--- src/rtl/core/atstk_pkg.sv ---
package atstk_pkg;

    // sizes
    localparam int STACK_DEPTH  = 32;
    localparam int FRAC_BITS    = 16;
    localparam int CORDIC_STEPS = 16;

    localparam int WORD_W      = 32;
    localparam int OP_W        = 3;
    localparam int LEVEL_W     = 6;
    localparam int IDX_W       = 4;
    localparam int CNT_W       = $clog2(STACK_DEPTH + 1);
    localparam int SLOT_W      = (STACK_DEPTH > 1) ? $clog2(STACK_DEPTH) : 1;
    localparam int ENTRY_WORDS = 12;
    localparam int MEM_DEPTH   = STACK_DEPTH * ENTRY_WORDS;
    localparam int ADDR_W      = $clog2(MEM_DEPTH);

    // multiply-accumulate widths
    localparam int OPND_W = WORD_W + 1;
    localparam int PROD_W = 2 * OPND_W;
    localparam int ACC_W  = PROD_W - FRAC_BITS + 3;

    // divider widths
    localparam int NUM_W     = WORD_W + FRAC_BITS;
    localparam int DIV_CNT_W = $clog2(NUM_W + 1);

    // rotation widths
    localparam int Q30_SHIFT  = 30 - FRAC_BITS;
    localparam int ZM_W       = WORD_W + Q30_SHIFT;
    localparam int RED_STEPS  = ZM_W - 32;
    localparam int CORD_W     = 34;
    localparam int CORD_ITER  = (CORDIC_STEPS < 30) ? CORDIC_STEPS : 30;
    localparam int ATAN_IDX_W = 5;

    localparam logic signed [WORD_W-1:0] Q_ONE   = WORD_W'(64'sd1 << FRAC_BITS);
    localparam logic signed [ACC_W-1:0]  ACC_MAX = ACC_W'(64'sd2147483647);
    localparam logic signed [ACC_W-1:0]  ACC_MIN = -ACC_MAX - ACC_W'(1);

    localparam logic signed [CORD_W-1:0] Q30_PI      = CORD_W'(64'sd3373259426);
    localparam logic signed [CORD_W-1:0] Q30_HALF_PI = CORD_W'(64'sd1686629713);
    localparam logic signed [CORD_W-1:0] Q30_TWO_PI  = CORD_W'(64'sd6746518852);
    localparam logic signed [CORD_W-1:0] Q30_GAIN    = CORD_W'(64'sd652032874);
    localparam logic [ZM_W-1:0] RED_BASE = ZM_W'(64'd6746518852);
    localparam logic [ZM_W-1:0] RED_TOP  = RED_BASE << (RED_STEPS - 1);

    // command codes
    localparam logic [OP_W-1:0] OP_PUSH  = 3'd0;
    localparam logic [OP_W-1:0] OP_POP   = 3'd1;
    localparam logic [OP_W-1:0] OP_TRANS = 3'd2;
    localparam logic [OP_W-1:0] OP_SCALE = 3'd3;
    localparam logic [OP_W-1:0] OP_ROT   = 3'd4;
    localparam logic [OP_W-1:0] OP_W2S   = 3'd5;
    localparam logic [OP_W-1:0] OP_S2W   = 3'd6;

    typedef enum logic [1:0] {
        JOB_PRE, JOB_DET, JOB_OFF, JOB_MAP
    } job_t;

    typedef enum logic [1:0] {
        DOT_NONE, DOT_MUL0, DOT_MUL1, DOT_FIN
    } dot_ph_t;

    typedef struct packed {
        logic             capture;
        logic             set_ign;
        logic             set_sing;
        logic             cnt_inc;
        logic             cnt_dec;
        logic             push_wr;
        logic             pop_rd;
        logic             load_l;
        logic             rot_start;
        logic             copy_d;
        logic             copy_v;
        logic             div_start;
        logic             div_wr;
        logic             load_out;
        dot_ph_t          dot_ph;
        job_t             job;
        logic [IDX_W-1:0] idx;
    } cmd_t;

    typedef struct packed {
        logic empty;
        logic full;
        logic rot_busy;
        logic div_busy;
        logic det_zero;
    } sts_t;

    function automatic logic signed [WORD_W-1:0] sat_word(
        input logic signed [ACC_W-1:0] v
    );
        logic signed [WORD_W-1:0] r;
        if (v > ACC_MAX) begin
            r = ACC_MAX[WORD_W-1:0];
        end else if (v < ACC_MIN) begin
            r = ACC_MIN[WORD_W-1:0];
        end else begin
            r = v[WORD_W-1:0];
        end
        return r;
    endfunction

    // arctangent of 2^-i in q30
    function automatic logic [31:0] atan_q30(input logic [ATAN_IDX_W-1:0] i);
        logic [31:0] r;
        unique case (i)
            5'd0:  r = 32'd843314857;
            5'd1:  r = 32'd497837829;
            5'd2:  r = 32'd263043837;
            5'd3:  r = 32'd133525159;
            5'd4:  r = 32'd67021687;
            5'd5:  r = 32'd33543516;
            5'd6:  r = 32'd16775851;
            5'd7:  r = 32'd8388437;
            5'd8:  r = 32'd4194283;
            5'd9:  r = 32'd2097149;
            5'd10: r = 32'd1048576;
            5'd11: r = 32'd524288;
            5'd12: r = 32'd262144;
            5'd13: r = 32'd131072;
            5'd14: r = 32'd65536;
            5'd15: r = 32'd32768;
            5'd16: r = 32'd16384;
            5'd17: r = 32'd8192;
            5'd18: r = 32'd4096;
            5'd19: r = 32'd2048;
            5'd20: r = 32'd1024;
            5'd21: r = 32'd512;
            5'd22: r = 32'd256;
            5'd23: r = 32'd128;
            5'd24: r = 32'd64;
            5'd25: r = 32'd32;
            5'd26: r = 32'd16;
            5'd27: r = 32'd8;
            5'd28: r = 32'd4;
            5'd29: r = 32'd2;
            default: r = 32'd0;
        endcase
        return r;
    endfunction

endpackage

--- src/rtl/core/atstk_ctrl.sv ---
module atstk_ctrl import atstk_pkg::*; (
    input  logic            aclk,
    input  logic            aresetn,
    input  logic            s_tvalid,
    output logic            s_tready,
    input  logic [OP_W-1:0] in_op,
    output logic            m_tvalid,
    input  logic            m_tready,
    input  sts_t            sts,
    output cmd_t            cmd
);

    typedef enum logic [14:0] {
        ST_IDLE  = 15'b000000000000001,
        ST_PUSH  = 15'b000000000000010,
        ST_POP   = 15'b000000000000100,
        ST_POPW  = 15'b000000000001000,
        ST_ROT   = 15'b000000000010000,
        ST_LOADL = 15'b000000000100000,
        ST_PRE   = 15'b000000001000000,
        ST_COPYD = 15'b000000010000000,
        ST_DET   = 15'b000000100000000,
        ST_DIVS  = 15'b000001000000000,
        ST_DIVW  = 15'b000010000000000,
        ST_OFF   = 15'b000100000000000,
        ST_COPYV = 15'b001000000000000,
        ST_MAP   = 15'b010000000000000,
        ST_DONE  = 15'b100000000000000
    } state_t;

    localparam logic [IDX_W-1:0] LAST_WORD = IDX_W'(ENTRY_WORDS - 1);

    state_t           state_reg, state_next;
    logic [IDX_W-1:0] idx_reg, idx_next;
    dot_ph_t          ph_reg, ph_next;
    logic             out_valid_reg, out_valid_next;
    logic             accept;

    assign s_tready = (state_reg == ST_IDLE);
    assign m_tvalid = out_valid_reg;
    assign accept   = s_tvalid && s_tready;

    // dot phase stepping shared by the product states
    function automatic dot_ph_t ph_step(input dot_ph_t p);
        dot_ph_t r;
        unique case (p)
            DOT_MUL0: r = DOT_MUL1;
            DOT_MUL1: r = DOT_FIN;
            default:  r = DOT_MUL0;
        endcase
        return r;
    endfunction

    always_comb begin
        state_next     = state_reg;
        idx_next       = idx_reg;
        ph_next        = ph_reg;
        out_valid_next = out_valid_reg && !m_tready;
        cmd            = '0;
        cmd.idx        = idx_reg;
        unique case (state_reg)
            ST_IDLE: begin
                idx_next = '0;
                ph_next  = DOT_MUL0;
                if (accept) begin
                    cmd.capture = 1'b1;
                    priority case (in_op)
                        OP_PUSH: state_next = ST_PUSH;
                        OP_POP: begin
                            if (sts.empty) begin
                                cmd.set_ign = 1'b1;
                                state_next  = ST_DONE;
                            end else begin
                                state_next = ST_POP;
                            end
                        end
                        OP_TRANS, OP_SCALE: state_next = ST_LOADL;
                        OP_ROT: state_next = ST_ROT;
                        OP_W2S, OP_S2W: state_next = ST_MAP;
                        default: state_next = ST_DONE;
                    endcase
                end
            end
            ST_PUSH: begin
                cmd.push_wr = 1'b1;
                idx_next    = idx_reg + IDX_W'(1);
                if (idx_reg == LAST_WORD) begin
                    cmd.cnt_inc = 1'b1;
                    state_next  = ST_DONE;
                end
            end
            ST_POP: begin
                cmd.pop_rd = 1'b1;
                idx_next   = idx_reg + IDX_W'(1);
                if (idx_reg == LAST_WORD) begin
                    state_next = ST_POPW;
                end
            end
            ST_POPW: begin
                cmd.cnt_dec = 1'b1;
                state_next  = ST_DONE;
            end
            ST_ROT: begin
                // first cycle starts the unit, then wait for it
                if (idx_reg == '0) begin
                    cmd.rot_start = 1'b1;
                    idx_next      = IDX_W'(1);
                end else if (!sts.rot_busy) begin
                    idx_next   = '0;
                    state_next = ST_LOADL;
                end
            end
            ST_LOADL: begin
                cmd.load_l = 1'b1;
                idx_next   = '0;
                ph_next    = DOT_MUL0;
                state_next = ST_PRE;
            end
            ST_PRE, ST_DET, ST_OFF, ST_MAP: begin
                cmd.dot_ph = ph_reg;
                ph_next    = ph_step(ph_reg);
                priority case (state_reg)
                    ST_PRE:  cmd.job = JOB_PRE;
                    ST_DET:  cmd.job = JOB_DET;
                    ST_OFF:  cmd.job = JOB_OFF;
                    default: cmd.job = JOB_MAP;
                endcase
                if (ph_reg == DOT_FIN) begin
                    idx_next = idx_reg + IDX_W'(1);
                    priority if (state_reg == ST_PRE && idx_reg == IDX_W'(5)) begin
                        state_next = ST_COPYD;
                    end else if (state_reg == ST_DET) begin
                        idx_next   = '0;
                        state_next = ST_DIVS;
                    end else if (state_reg == ST_OFF && idx_reg == IDX_W'(1)) begin
                        state_next = ST_COPYV;
                    end else if (state_reg == ST_MAP && idx_reg == IDX_W'(1)) begin
                        state_next = ST_DONE;
                    end else begin
                        state_next = state_reg;
                    end
                end
            end
            ST_COPYD: begin
                cmd.copy_d = 1'b1;
                idx_next   = '0;
                ph_next    = DOT_MUL0;
                state_next = ST_DET;
            end
            ST_DIVS: begin
                if (sts.det_zero) begin
                    cmd.set_sing = 1'b1;
                    state_next   = ST_DONE;
                end else begin
                    cmd.div_start = 1'b1;
                    state_next    = ST_DIVW;
                end
            end
            ST_DIVW: begin
                if (!sts.div_busy) begin
                    cmd.div_wr = 1'b1;
                    idx_next   = idx_reg + IDX_W'(1);
                    if (idx_reg == IDX_W'(3)) begin
                        idx_next   = '0;
                        ph_next    = DOT_MUL0;
                        state_next = ST_OFF;
                    end else begin
                        state_next = ST_DIVS;
                    end
                end
            end
            ST_COPYV: begin
                cmd.copy_v = 1'b1;
                state_next = ST_DONE;
            end
            ST_DONE: begin
                if (!out_valid_reg || m_tready) begin
                    cmd.load_out   = 1'b1;
                    out_valid_next = 1'b1;
                    state_next     = ST_IDLE;
                end
            end
            default: state_next = ST_IDLE;
        endcase
    end

    always_ff @(posedge aclk) begin
        if (!aresetn) begin
            state_reg     <= ST_IDLE;
            idx_reg       <= '0;
            ph_reg        <= DOT_MUL0;
            out_valid_reg <= 1'b0;
        end else begin
            state_reg     <= state_next;
            idx_reg       <= idx_next;
            ph_reg        <= ph_next;
            out_valid_reg <= out_valid_next;
        end
    end

endmodule
--- config.mk ---
export PLATFORM = sky130hd
export DESIGN_NAME = atstk_ctrl
export DESIGN_NICKNAME = d
export VERILOG_FILES = /design/src/rtl/core/atstk_pkg.sv /design/src/rtl/core/atstk_ctrl.sv
export SDC_FILE = /design/constraint.sdc
export NUM_CORES = 1
export LEC_CHECK = 0
export BUFFER_PORTS_ARGS = -buffer_cell sky130_fd_sc_hd__buf_2
export CAP_MARGIN = 0
export CORE_ASPECT_RATIO = 0.5
export CORE_MARGIN = 3
export CORE_UTILIZATION = 59
export DETAILED_ROUTE_END_ITERATION = 16
export PLACE_DENSITY = 0.85
export SLEW_MARGIN = 20
export SYNTH_ARGS = -nofsm -noshare
export SYNTH_HDL_FRONTEND = slang
export SYNTH_SLANG_ARGS = --single-unit
--- constraint.sdc ---
create_clock -name aclk -period 5.6 [get_ports aclk]
set_input_delay 1.4 -clock aclk [delete_from_list [all_inputs] [get_ports aclk]]
set_output_delay 1.4 -clock aclk [all_outputs]
set_load 0.02 [all_outputs]
### Yosys cells after proc, flatten, opt, wreduce, memory -nomap -nowiden

Cells that the tools add are included.

* mux-type cells: 55
* add/subtract/negate cells: 1
* order comparisons: 0
* div/mod/pow operators: 0
* $mul: 0
* shift operators: 0
* equal/unequal tests: 39
* bitwise logic cells: 0
* reduce and logical (&&, ||, !) cells: 21

Operators with widths (count)
* 2-to-1 mux 15 bit: 14
* one-hot mux 15 bit (11 select lines): 1
* one-hot mux 15 bit (5 select lines): 1
* 2-to-1 mux 4 bit: 8
* 2-to-1 mux 1 bit: 22
* one-hot mux 4 bit (5 select lines): 1
* != test 2 bit, second input constant: 8
* == test 15 x 1 -> 1 bit, second input constant: 1
* == test 15 x 10 -> 1 bit, second input constant: 1
* == test 15 x 11 -> 1 bit, second input constant: 1
* == test 15 x 12 -> 1 bit, second input constant: 1
* == test 15 x 13 -> 1 bit, second input constant: 1
* == test 15 x 14 -> 1 bit, second input constant: 1
* == test 15 bit, second input constant: 1
* == test 15 x 2 -> 1 bit, second input constant: 1
* == test 15 x 3 -> 1 bit, second input constant: 1
* == test 15 x 4 -> 1 bit, second input constant: 1
* == test 15 x 5 -> 1 bit, second input constant: 1
* == test 15 x 6 -> 1 bit, second input constant: 1
* == test 15 x 7 -> 1 bit, second input constant: 1
* == test 15 x 8 -> 1 bit, second input constant: 1
* == test 15 x 9 -> 1 bit, second input constant: 1
* 2-to-1 mux 12 bit: 1
* one-hot mux 2 bit (3 select lines): 2
* other kinds (28): 43

* register bits after elaboration: 22
* word-level logic and storage cells: 120
* output and inout bits: 24
* memory bits (writable): 0
* bits in latches: 0
* input bits: 12
* memory bits (read-only): 0
* memories: 0

### Depth between registers and ports, before layout

Gate-level depths: netlist (run 1).

* word-level depth: 8
* gate-level depth with buffers: 9
* depth with buffers taken out: 7

### Worst setup path before layout (run 1)

Ideal clock, no wire load.

* kind: input to output
* start point: input port in_op[1]
* end point: output port cmd[20] (netlist name)
* setup slack: 2.207 ns
* stages: 2
* data required time: 4.200 ns
* arrival time: 1.993 ns
* path buffers: 0
* path through: nor4b_1 -> and3_1

RTL lines
* from (decl): RTL line atstk_ctrl.sv:6 `input logic [OP_W-1:0] in_op,`
* to (decl): RTL line atstk_ctrl.sv:10 `output cmd_t cmd`

==> results_dict.tcl, run 1 <==
set metrics [dict create \
    regArea_um2 440.4 \
    fillerInstances 216 \
    nets 267 \
    synth_fa_ha_area_share_pct 3.539 \
    portBuffers 34 \
    finalSetupTns_ns 0 \
    maxCapViolCount 0 \
    first_iter_violations 284 \
    setup_viol 0 \
    gr-total-overflow 0 \
    dieArea_mm2 0.003729 \
    dpl-instance-area_mm2 0.001919 \
    synth_cell_types 56 \
    clock-sinks 22 \
    crit_family "simple AND/OR/NAND/NOR gates" \
    post_cts_buffers 0 \
    initial_core_util_pct 65.09 \
    cts_max_level 1 \
    grt_pass1_vias 1630 \
    synth-async-reset-ratio_pct 0 \
    worstSkewPairLatency_ns 0.27 \
    hold_slack_ns 0.5645 \
    worstMarginPinSlew_ns 0.7176 \
    multi_input_area_mm2 0.001222 \
    cts_resized 0 \
    vias_per_cell 6.790 \
    synthXorXnorAreaFrac_pct 1.982 \
    worst-path-buf-inv 1 \
    first_pass_iters 5 \
    synth_top_family_by_area "simple AND/OR/NAND/NOR gates" \
    coreArea_mm2 0.002716 \
    dr_total_vias 1942 \
    hpwlAfterDp_um 3993 \
    post-route-cell-area_mm2 0.001979 \
    syn_avg_cell_area_um2 7.964 \
    drive_above_1_share_pct 22.49 \
    cts_made_buffers 3 \
    timing.critical_path.cells "nor4_4, nand3_1, nor4_1, nor2b_1, buf_2" \
    clk_path_buf_depth 2 \
    power_w 0.0006175 \
    syn_nets 239 \
    io_pins 36 \
    postRouteAntennaNets 0 \
    hold_viol 0 \
    gp_congestion 0.9680 \
    outcome "finished clean" \
    synth_top_area_share_pct 24.91 \
    ys_warn_count 0 \
    grt_setup_unrepaired "false" \
    post_drt_wl_per_cell_um 18.36 \
    fin_crit_ns 3.937 \
    largest_reg_flops 15 \
    worstSetupPathType "flip-flop to output port" \
    max_freq_ghz 0.2540 \
    path_clk_slew_ns 0.09 \
    clock_skew_ns 0.002803 \
    maxSlewHeadroom_pct 52.01 \
    clock-root-buffer "clkbuf_8" \
    slowest_delay_ns 0.63 \
    power_density_mw_per_mm2 312.0 \
    synth-compound-area-share_pct 16.99 \
    synth_simple_gate_area_share_pct 46.36 \
    maxSlewViolCount 0 \
    worstSetupEndpointType "output port" \
    wl_um 5252 \
    period_share_pct 70.31 \
    synth_area_leaders "dfxtp_1, nor2_1, nor4b_1" \
    antenna_found_initial 0 \
    synth-seq-cells 22 \
    synthMuxAreaShare_pct 0 \
    irDropWorstVdd_uv 165.1 \
    die_h_um 44.71 \
    cp_slowest_cell "nor4_4" \
    power_leakage_nw 0.8008 \
    required_ns 4.20 \
    num_antenna_cells 0 \
    synth_area_leader_cell "dfxtp_1" \
    die_x_um 83.42 \
    grtUsageTotal_pct 28.76 \
    cp-start-kind "flip-flop" \
    cts_tree "yes" \
    syn_to_final_growth_pct 11.96 \
    hold_class "flip-flop to flip-flop" \
    synth-edff-count 0 \
    synthCells 222 \
    yosysSeqAreaShare_pct 24.91 \
    rows 13 \
    grt_pass1_wl_um 8362 \
    cp_max_fo 10 \
    cp_data_arrival_time_ns 2.54 \
    drc_errors 0 \
    ys.flop_type "dfxtp_1" \
    netlist_area_mm2 0.001768 \
    holdBufCountCts 0 \
    grt_max_degree 16 \
]
tightest hold or removal path: cells and delay by family, from the launching register on:
family / cells / cell delay (ns)
DFF: 1 / 0.37
AOI/OAI and AO/OA: 2 / 0.15
Yosys cell counts (all sizes together), types with 2 or more instances:
master  count
dfxtp      22
nor2       21
nand2      17
nand3      12
nand4      12
a21oi      11
nor4b      11
inv        10
nor3       10
nor4        9
buf         8
and3        6
nor2b       6
and2        5
ha          5
o31ai       5
clkbuf      4
o21ai       4
or4         4
nor3b       3
o211ai      3
o32ai       3
xor2        3
a211oi      2
a31oi       2
and4        2
nand3b      2
nand4b      2
o21a        2
or2         2
cells in the final DEF (no fill, tap or decap), types with 7 or more instances in the layout:
master    n
nand2_1  15
dfxtp_1  22
nand3_1  11
nand4_1  12
inv_1    10
buf_2    34
a21oi_1  11
nor3_1    7
nor4b_1   9
nor2_1   21
worst paths after layout:
path                                                 start                         to  slack (ns)  cells past startpoint
worst min register to register   state_reg[6]$_SDFFE_PN0P_  state_reg[6]$_SDFFE_PN0P_        0.56                      2
worst max register to register  state_reg[10]$_SDFFE_PN0P_  state_reg[4]$_SDFFE_PN0P_        2.55                      6
worst min-delay path             state_reg[6]$_SDFFE_PN0P_  state_reg[6]$_SDFFE_PN0P_        0.56                      2
worst max-delay path             state_reg[1]$_SDFFE_PN0P_                    cmd[10]        1.66                      5
metal layers:
metal	wire length (um)	share of wire, %	vias up	global-route usage, %
li1	-	-	899	-
met2	2156	41	137	43.31
met1	2287	44	894	38.74
met3	729	14	12	10.75
met4	79	1.5	0	9.295
met5	0	0	-	0
where the power goes:
| group | switching, W | internal (W) | total (W) |
|---|---|---|---|
| Clock | 0.0000563 | 0.0000628 | 0.000119 |
| Combinational | 0.000206 | 0.000103 | 0.000309 |
| Sequential | 0.0000199 | 0.000169 | 0.000189 |
| Total | 0.000282 | 0.000335 | 0.000617 |
final cells by class:
cell class	instances	share of cell area, %
multi-input combinational	178	61.76
sequential	22	22.25
timing repair buffer	35	8.976
clock buffer	4	2.781
tap	37	2.339
inverter	10	1.896
metrics by stage:
step	util (%)	worst slack [ns]	instances
finish	72.87	1.663	286
floorplan	-	2.207	222
global route	72.87	1.583	286
global placement	70.66	1.736	282
CTS	72.69	1.406	286
detailed placement	70.66	1.724	282
kinds of logic after synthesis:
family	Yosys count
xor+xnor	4
buf+inv	22
simple gates	126
flops	22
fa+ha+maj	5
compound gates	43
Power figures use the tool's default switching activity.
==> run 2: changes to the inputs <==
ABC_AREA = 1   (was not set)
CORE_UTILIZATION = 56   (was 59)
PLACE_DENSITY = 0.8   (was 0.85)
clock period = 3.9 ns   (was 5.6 ns; I/O delays follow)
==> run 2 against run 1 <==
- cell area increased by 14%
- clock power increased by 46%
- combinational power increased to 3.1 times the previous value
- synthesized cell count increased by 51%
- sequential power is 70% higher
- critical path type unchanged
- routed wire length rose by 3.0%
- critical path depth grew 3
- final cell count grew 46%
- first-iteration DRC count decreased by 32%
- worst hold slack worse by 0.026 ns
- area after synthesis rose by 14%
- power rose by 140%
==> results_dict.tcl, run 2 <==
set metrics [dict create \
    clock_skew_ns 0.004586 \
    power_density_mw_per_mm2 648.4 \
    ys_warn_count 0 \
    hold_slack_ns 0.5383 \
    maxCapViolCount 0 \
    post_cts_buffers 0 \
    synth-compound-area-share_pct 3.906 \
    multi_input_area_mm2 0.001336 \
    worstMarginPinSlew_ns 0.4008 \
    cp_max_fo 12 \
    dieArea_mm2 0.004404 \
    grt_pass1_wl_um 9273 \
    grt_max_degree 23 \
    largest_reg_flops 15 \
    synth_area_leader_cell "dfxtp_1" \
    power_leakage_nw 1.331 \
    clock-sinks 22 \
    io_pins 36 \
    final_cell_mix "nand2_1, nor2_1, inv_1" \
    die_h_um 48.45 \
    postRouteAntennaNets 0 \
    required_ns 2.92 \
    path_clk_slew_ns 0.08 \
    cts_max_level 1 \
    irDropWorstVdd_uv 315.9 \
    synthXorXnorAreaFrac_pct 0.8679 \
    rows 14 \
    regArea_um2 440.4 \
    portBuffers 34 \
    period_share_pct 73.66 \
    syn_avg_cell_area_um2 6.024 \
    hold_class "flip-flop to flip-flop" \
    synth_top_family_by_area "simple AND/OR/NAND/NOR gates" \
    vias_per_cell 5.293 \
    antenna_found_initial 0 \
    hpwlAfterDp_um 4304 \
    coreArea_mm2 0.003223 \
    layout_commonest_cell "nand2_1" \
    post_drt_wl_per_cell_um 12.98 \
    synth_simple_gate_area_share_pct 58.34 \
    wl_um 5411 \
    finalSetupTns_ns 0 \
    worst-path-buf-inv 1 \
    first_iter_violations 193 \
    synth_cell_types 31 \
    maxSlewHeadroom_pct 73.25 \
    worstSkewPairLatency_ns 0.27 \
    grt_setup_unrepaired "false" \
    drc_errors 0 \
    top_layer "met4" \
    die_x_um 90.90 \
    crit_family "simple AND/OR/NAND/NOR gates" \
    synth_area_leaders "dfxtp_1, nand2_1, nor2_1" \
    yosysSeqAreaShare_pct 21.82 \
    final_cells 417 \
    clk_path_buf_depth 2 \
    first_pass_iters 5 \
    wl_met1_um 2546 \
    dr_total_vias 2207 \
    nets 387 \
    timing.critical_path.cells "nor2_2, nand2_2, nor2_8, nand2_1, nand3_1, nor2_2, a21oi_1, buf_2" \
    met2WireLength_um 2353 \
    synth_fa_ha_area_share_pct 3.100 \
    synth-edff-count 0 \
    grtUsageTotal_pct 25.81 \
    fillerInstances 316 \
    cts_resized 0 \
    wl_met3_um 492 \
    cts_made_buffers 3 \
    grt_pass1_vias 1995 \
    cts_tree "yes" \
    worstSetupEndpointType "output port" \
    synthCells 335 \
    fin_crit_ns 2.873 \
    clock-root-buffer "clkbuf_8" \
    syn_to_final_growth_pct 12.21 \
    cp_slowest_cell "dfxtp_1" \
    drive_above_1_share_pct 19.78 \
    gp_congestion 0.9431 \
    synth_top_area_share_pct 21.82 \
    outcome "finished clean" \
    synth-async-reset-ratio_pct 0 \
    synth_most_common_cell "nand2_1" \
    pre_cts_ws_ns 1.121 \
    post-place-cells 413 \
    num_antenna_cells 0 \
    cp_data_arrival_time_ns 1.90 \
    synth-seq-cells 22 \
    gr-total-overflow 0 \
    initial_core_util_pct 62.62 \
    ys.flop_type "dfxtp_1" \
    hold_viol 0 \
    cp-start-kind "flip-flop" \
    crit_top_cell "nor2_2" \
    slowest_delay_ns 0.35 \
    synthMuxAreaShare_pct 0 \
    setup_viol 0 \
    syn_nets 352 \
    max_freq_ghz 0.3481 \
    holdBufCountCts 0 \
    netlist_area_mm2 0.002018 \
    timing.final.ws_setup_ns 1.027 \
    maxSlewViolCount 0 \
    yosys-top-cells-count "nand2_1, nor2_1, inv_1, nand3_1, dfxtp_1" \
    worstSetupPathType "flip-flop to output port" \
]
-- run 2: cell types whose count changed after synthesis, moves of 6 or more --
cell     previous run  this run
nor2_2              0         7
inv_1              10        52
nor2b_1             6         0
nand2_1            15        74
nor4b_1             9         0
nand3_1            11        32
nand2_4             0         6
nor2_1             21        71
-- run 2: area by class of cell --
cell class                 count  share of cell area (%)
timing repair buffer          34                   7.514
sequential                    22                   19.45
tap                           48                   2.652
inverter                      54                   8.950
clock buffer                   4                   2.431
multi-input combinational    255                   59.01
-- run 2: worst reg2reg max path, stage by stage (launching register included) --
cell,delay [ns]
dfxtp_1,0.35
nor2_2,0.18
nand2_2,0.14
nor2_8,0.25
nand2_1,0.17
nand4_1,0.29
nand2_2,0.15
nand3_4,0.28
nand2_1,0.11
nand2_1,0.07
nor2_1,0.04
-- run 2: final timing paths --
| kind | cells past startpoint | end | slack [ns] | from |
|---|---|---|---|---|
| max | 8 | cmd[5] | 1.03 | state_reg[8]$_SDFFE_PN0P_ |
| min | 2 | ph_reg[1]$_SDFFE_PN0P_ | 0.54 | ph_reg[1]$_SDFFE_PN0P_ |
| max reg2reg | 10 | state_reg[11]$_SDFFE_PN0P_ | 1.76 | state_reg[8]$_SDFFE_PN0P_ |
| min reg2reg | 2 | ph_reg[1]$_SDFFE_PN0P_ | 0.54 | ph_reg[1]$_SDFFE_PN0P_ |
-- run 2: where the power goes --
part	internal, W	leakage (nW)	total [W]	switching, W
registers	0.000275	0.180	0.000321	0.0000461
clock network	0.0000903	0.0288	0.000174	0.0000837
logic	0.000297	1.12	0.000973	0.000676
total	0.000662	1.33	0.00147	0.000806
-- run 2: routing by layer --
metal	up-vias	global-route usage, %
met5	-	0
met4	0	6.250
met3	2	7.740
met2	89	40.49
met1	995	34.90
li1	1121	-
-- run 2: metrics by stage --
stage | total power [W] | util [%] | instance area, um^2
2_1_floorplan | 0.001126 | - | 2018
3_3_place_gp | 0.001257 | 68.56 | 2210
3_5_place_dp | 0.001285 | 68.56 | 2210
4_1_cts | 0.001462 | 70.26 | 2265
5_1_grt | 0.001627 | 70.26 | 2265
6_report | 0.001468 | 70.26 | 2265
-- run 2: cells by family (layout without fill, tap and decap cells) --
family | after synthesis | in the layout
compound gates | 15 | 15
simple gates | 233 | 233
flops | 22 | 22
xor+xnor | 2 | 2
fa+ha+maj | 5 | 5
buf+inv | 58 | 92
==> run 3: changes to the inputs <==
ABC_AREA = 0   (was 1)
CORE_UTILIZATION = 50   (was 56)
PLACE_DENSITY = 0.77   (was 0.8)
clock period = 2.6 ns   (was 3.9 ns; I/O delays follow)
==> run 3 against run 2 <==
- the flow now finishes with violations (setup timing)
- non-clock buffer count grew 47
- via count grew 5.8%
- worst setup slack lost 1.1 ns
- worst hold slack gained 0.035 ns
- critical path depth grew 2
- critical endpoint is now state_reg[13]$_SDFFE_PN0P_
==> results_dict.tcl, run 3 (synthesis results as in run 1) <==
set metrics [dict create \
    cp_slowest_cell "or4_1" \
    portBuffers 34 \
    gp_congestion 1.033 \
    maxSlewHeadroom_pct 53.77 \
    cp_data_arrival_time_ns 2.93 \
    drc_errors 0 \
    nets 313 \
    power_leakage_nw 1.080 \
    power_density_mw_per_mm2 652.0 \
    grt_setup_unrepaired "true" \
    holdBufCountCts 0 \
    post_drt_wl_per_cell_um 20.69 \
    crit_top_cell "buf_4" \
    syn_to_final_growth_pct 49.54 \
    clock-root-buffer "clkbuf_8" \
    final_cells 343 \
    max_freq_ghz 0.3690 \
    timing.critical_path.cells "nor3_1, buf_4, nand4_1, buf_6, buf_4, nor2_1, or4_4, buf_4, or4_1, a21oi_1" \
    grtUsageTotal_pct 29.07 \
    grt_pass1_vias 1924 \
    hpwlAfterDp_um 4582 \
    cp-start-kind "flip-flop" \
    power_w 0.001724 \
    worstSkewPairLatency_ns 0.28 \
    largest_reg_flops 15 \
    outcome "finished, violations left" \
    antenna_found_initial 0 \
    fillerInstances 189 \
    first_pass_iters 5 \
    io_pins 36 \
    drive_above_1_share_pct 46.44 \
    grt_max_degree 16 \
    coreArea_mm2 0.003188 \
    irDropWorstVdd_uv 409.2 \
    vias_per_cell 6.808 \
    die_x_um 90.10 \
    maxSlewViolCount 0 \
    cts_made_buffers 3 \
    cts_max_level 1 \
    dieArea_mm2 0.004329 \
    clock_skew_ns 0.004545 \
    slowest_delay_ns 0.55 \
    grt_pass1_wl_um 9563 \
    clock-sinks 22 \
    hold_class "flip-flop to flip-flop" \
    fin_crit_ns 2.710 \
    num_antenna_cells 0 \
    die_h_um 48.05 \
    wl_um 7096 \
    maxCapViolCount 0 \
    hold_viol 0 \
    layout_commonest_cell "buf_4" \
    period_share_pct 104.2 \
    violations "setup timing" \
    final_cell_mix "buf_4, buf_2, nor2_1" \
    cp_max_fo 11 \
    dr_total_vias 2335 \
    worstSetupPathType "flip-flop to flip-flop" \
    rows 14 \
    worst-path-buf-inv 4 \
    crit_family "simple AND/OR/NAND/NOR gates" \
    clk_path_buf_depth 2 \
    first_iter_violations 407 \
    cts_tree "yes" \
    setup_viol 7 \
    path_clk_slew_ns 0.10 \
    post-place-cells 319 \
    worstSetupEndpointType "flip-flop" \
    required_ns 2.82 \
    worstMarginPinSlew_ns 0.6934 \
    timing.final.ws_setup_ns -0.1097 \
    postRouteAntennaNets 0 \
    gr-total-overflow 0 \
    initial_core_util_pct 55.46 \
]
[run 3: cell type report]
class                   count  area [um^2]  area share [%]
multi-input cells         178         1420           53.71
repair buffers             81        605.6           22.91
flip-flops and latches     22        465.4           17.61
well taps                  48        60.06           2.272
clock buffers               4        55.05           2.082
inverters                  10        37.54           1.420
[run 3: metal layers]
layer  track usage (%)  routed length [um]  vias to the layer above  share of wire (%)
li1                  -                   -                      994                  -
met1             37.21                2839                     1077                 40
met2             48.67                2941                      200                 41
met3             9.890                 961                       64                 14
met4             7.599                 354                        0                5.0
met5                 0                   0                        -                  0
[run 3: what timing repair did]
action | 4_1_cts | 5_1_grt
setup endpoints to repair | 12 | 25
setup buffers | 12 | 7
gates cloned | 0 | 1
pin swaps | 8 | 8
gates resized for setup | 29 | 51
[run 3: stage by stage]
step / util, % / setup slack (ns) / setup TNS (ns) / area (um^2) / hold slack [ns]
after floorplan: - / 0.07968 / 0 / 1774 / 0.5038
after global placement: 67.35 / 0.06829 / 0 / 2147 / 0.5605
after detailed placement: 67.35 / 0.02373 / 0 / 2147 / 0.5755
after CTS: 74.80 / -0.03617 / -0.05449 / 2385 / 0.5754
after global routing: 82.93 / -0.1850 / -0.9371 / 2644 / 0.6150
final: 82.93 / -0.1097 / -0.3085 / 2644 / 0.5737
[run 3: final timing paths]
kind                              start                         end  slack, ns  cells after the start
max          state_reg[14]$_SDFFE_PN0P_  state_reg[13]$_SDFFE_PN0P_      -0.11                     10
min             idx_reg[1]$_SDFFE_PN0P_     idx_reg[1]$_SDFFE_PN0P_       0.57                      2
max reg2reg  state_reg[14]$_SDFFE_PN0P_  state_reg[13]$_SDFFE_PN0P_      -0.11                     10
min reg2reg     idx_reg[1]$_SDFFE_PN0P_     idx_reg[1]$_SDFFE_PN0P_       0.57                      2
[run 3: power breakdown]
group          internal (W)  switching (W)  leakage (nW)
Sequential         0.000364      0.0000410         0.184
Clock              0.000136       0.000137        0.0288
Combinational      0.000460       0.000585         0.867
Total              0.000960       0.000764          1.08
[run 3: worst min-delay path, stage by stage (launching register included)]
cell	delay [ns]
dfxtp_2	0.35
inv_1	0.09
o32ai_1	0.09
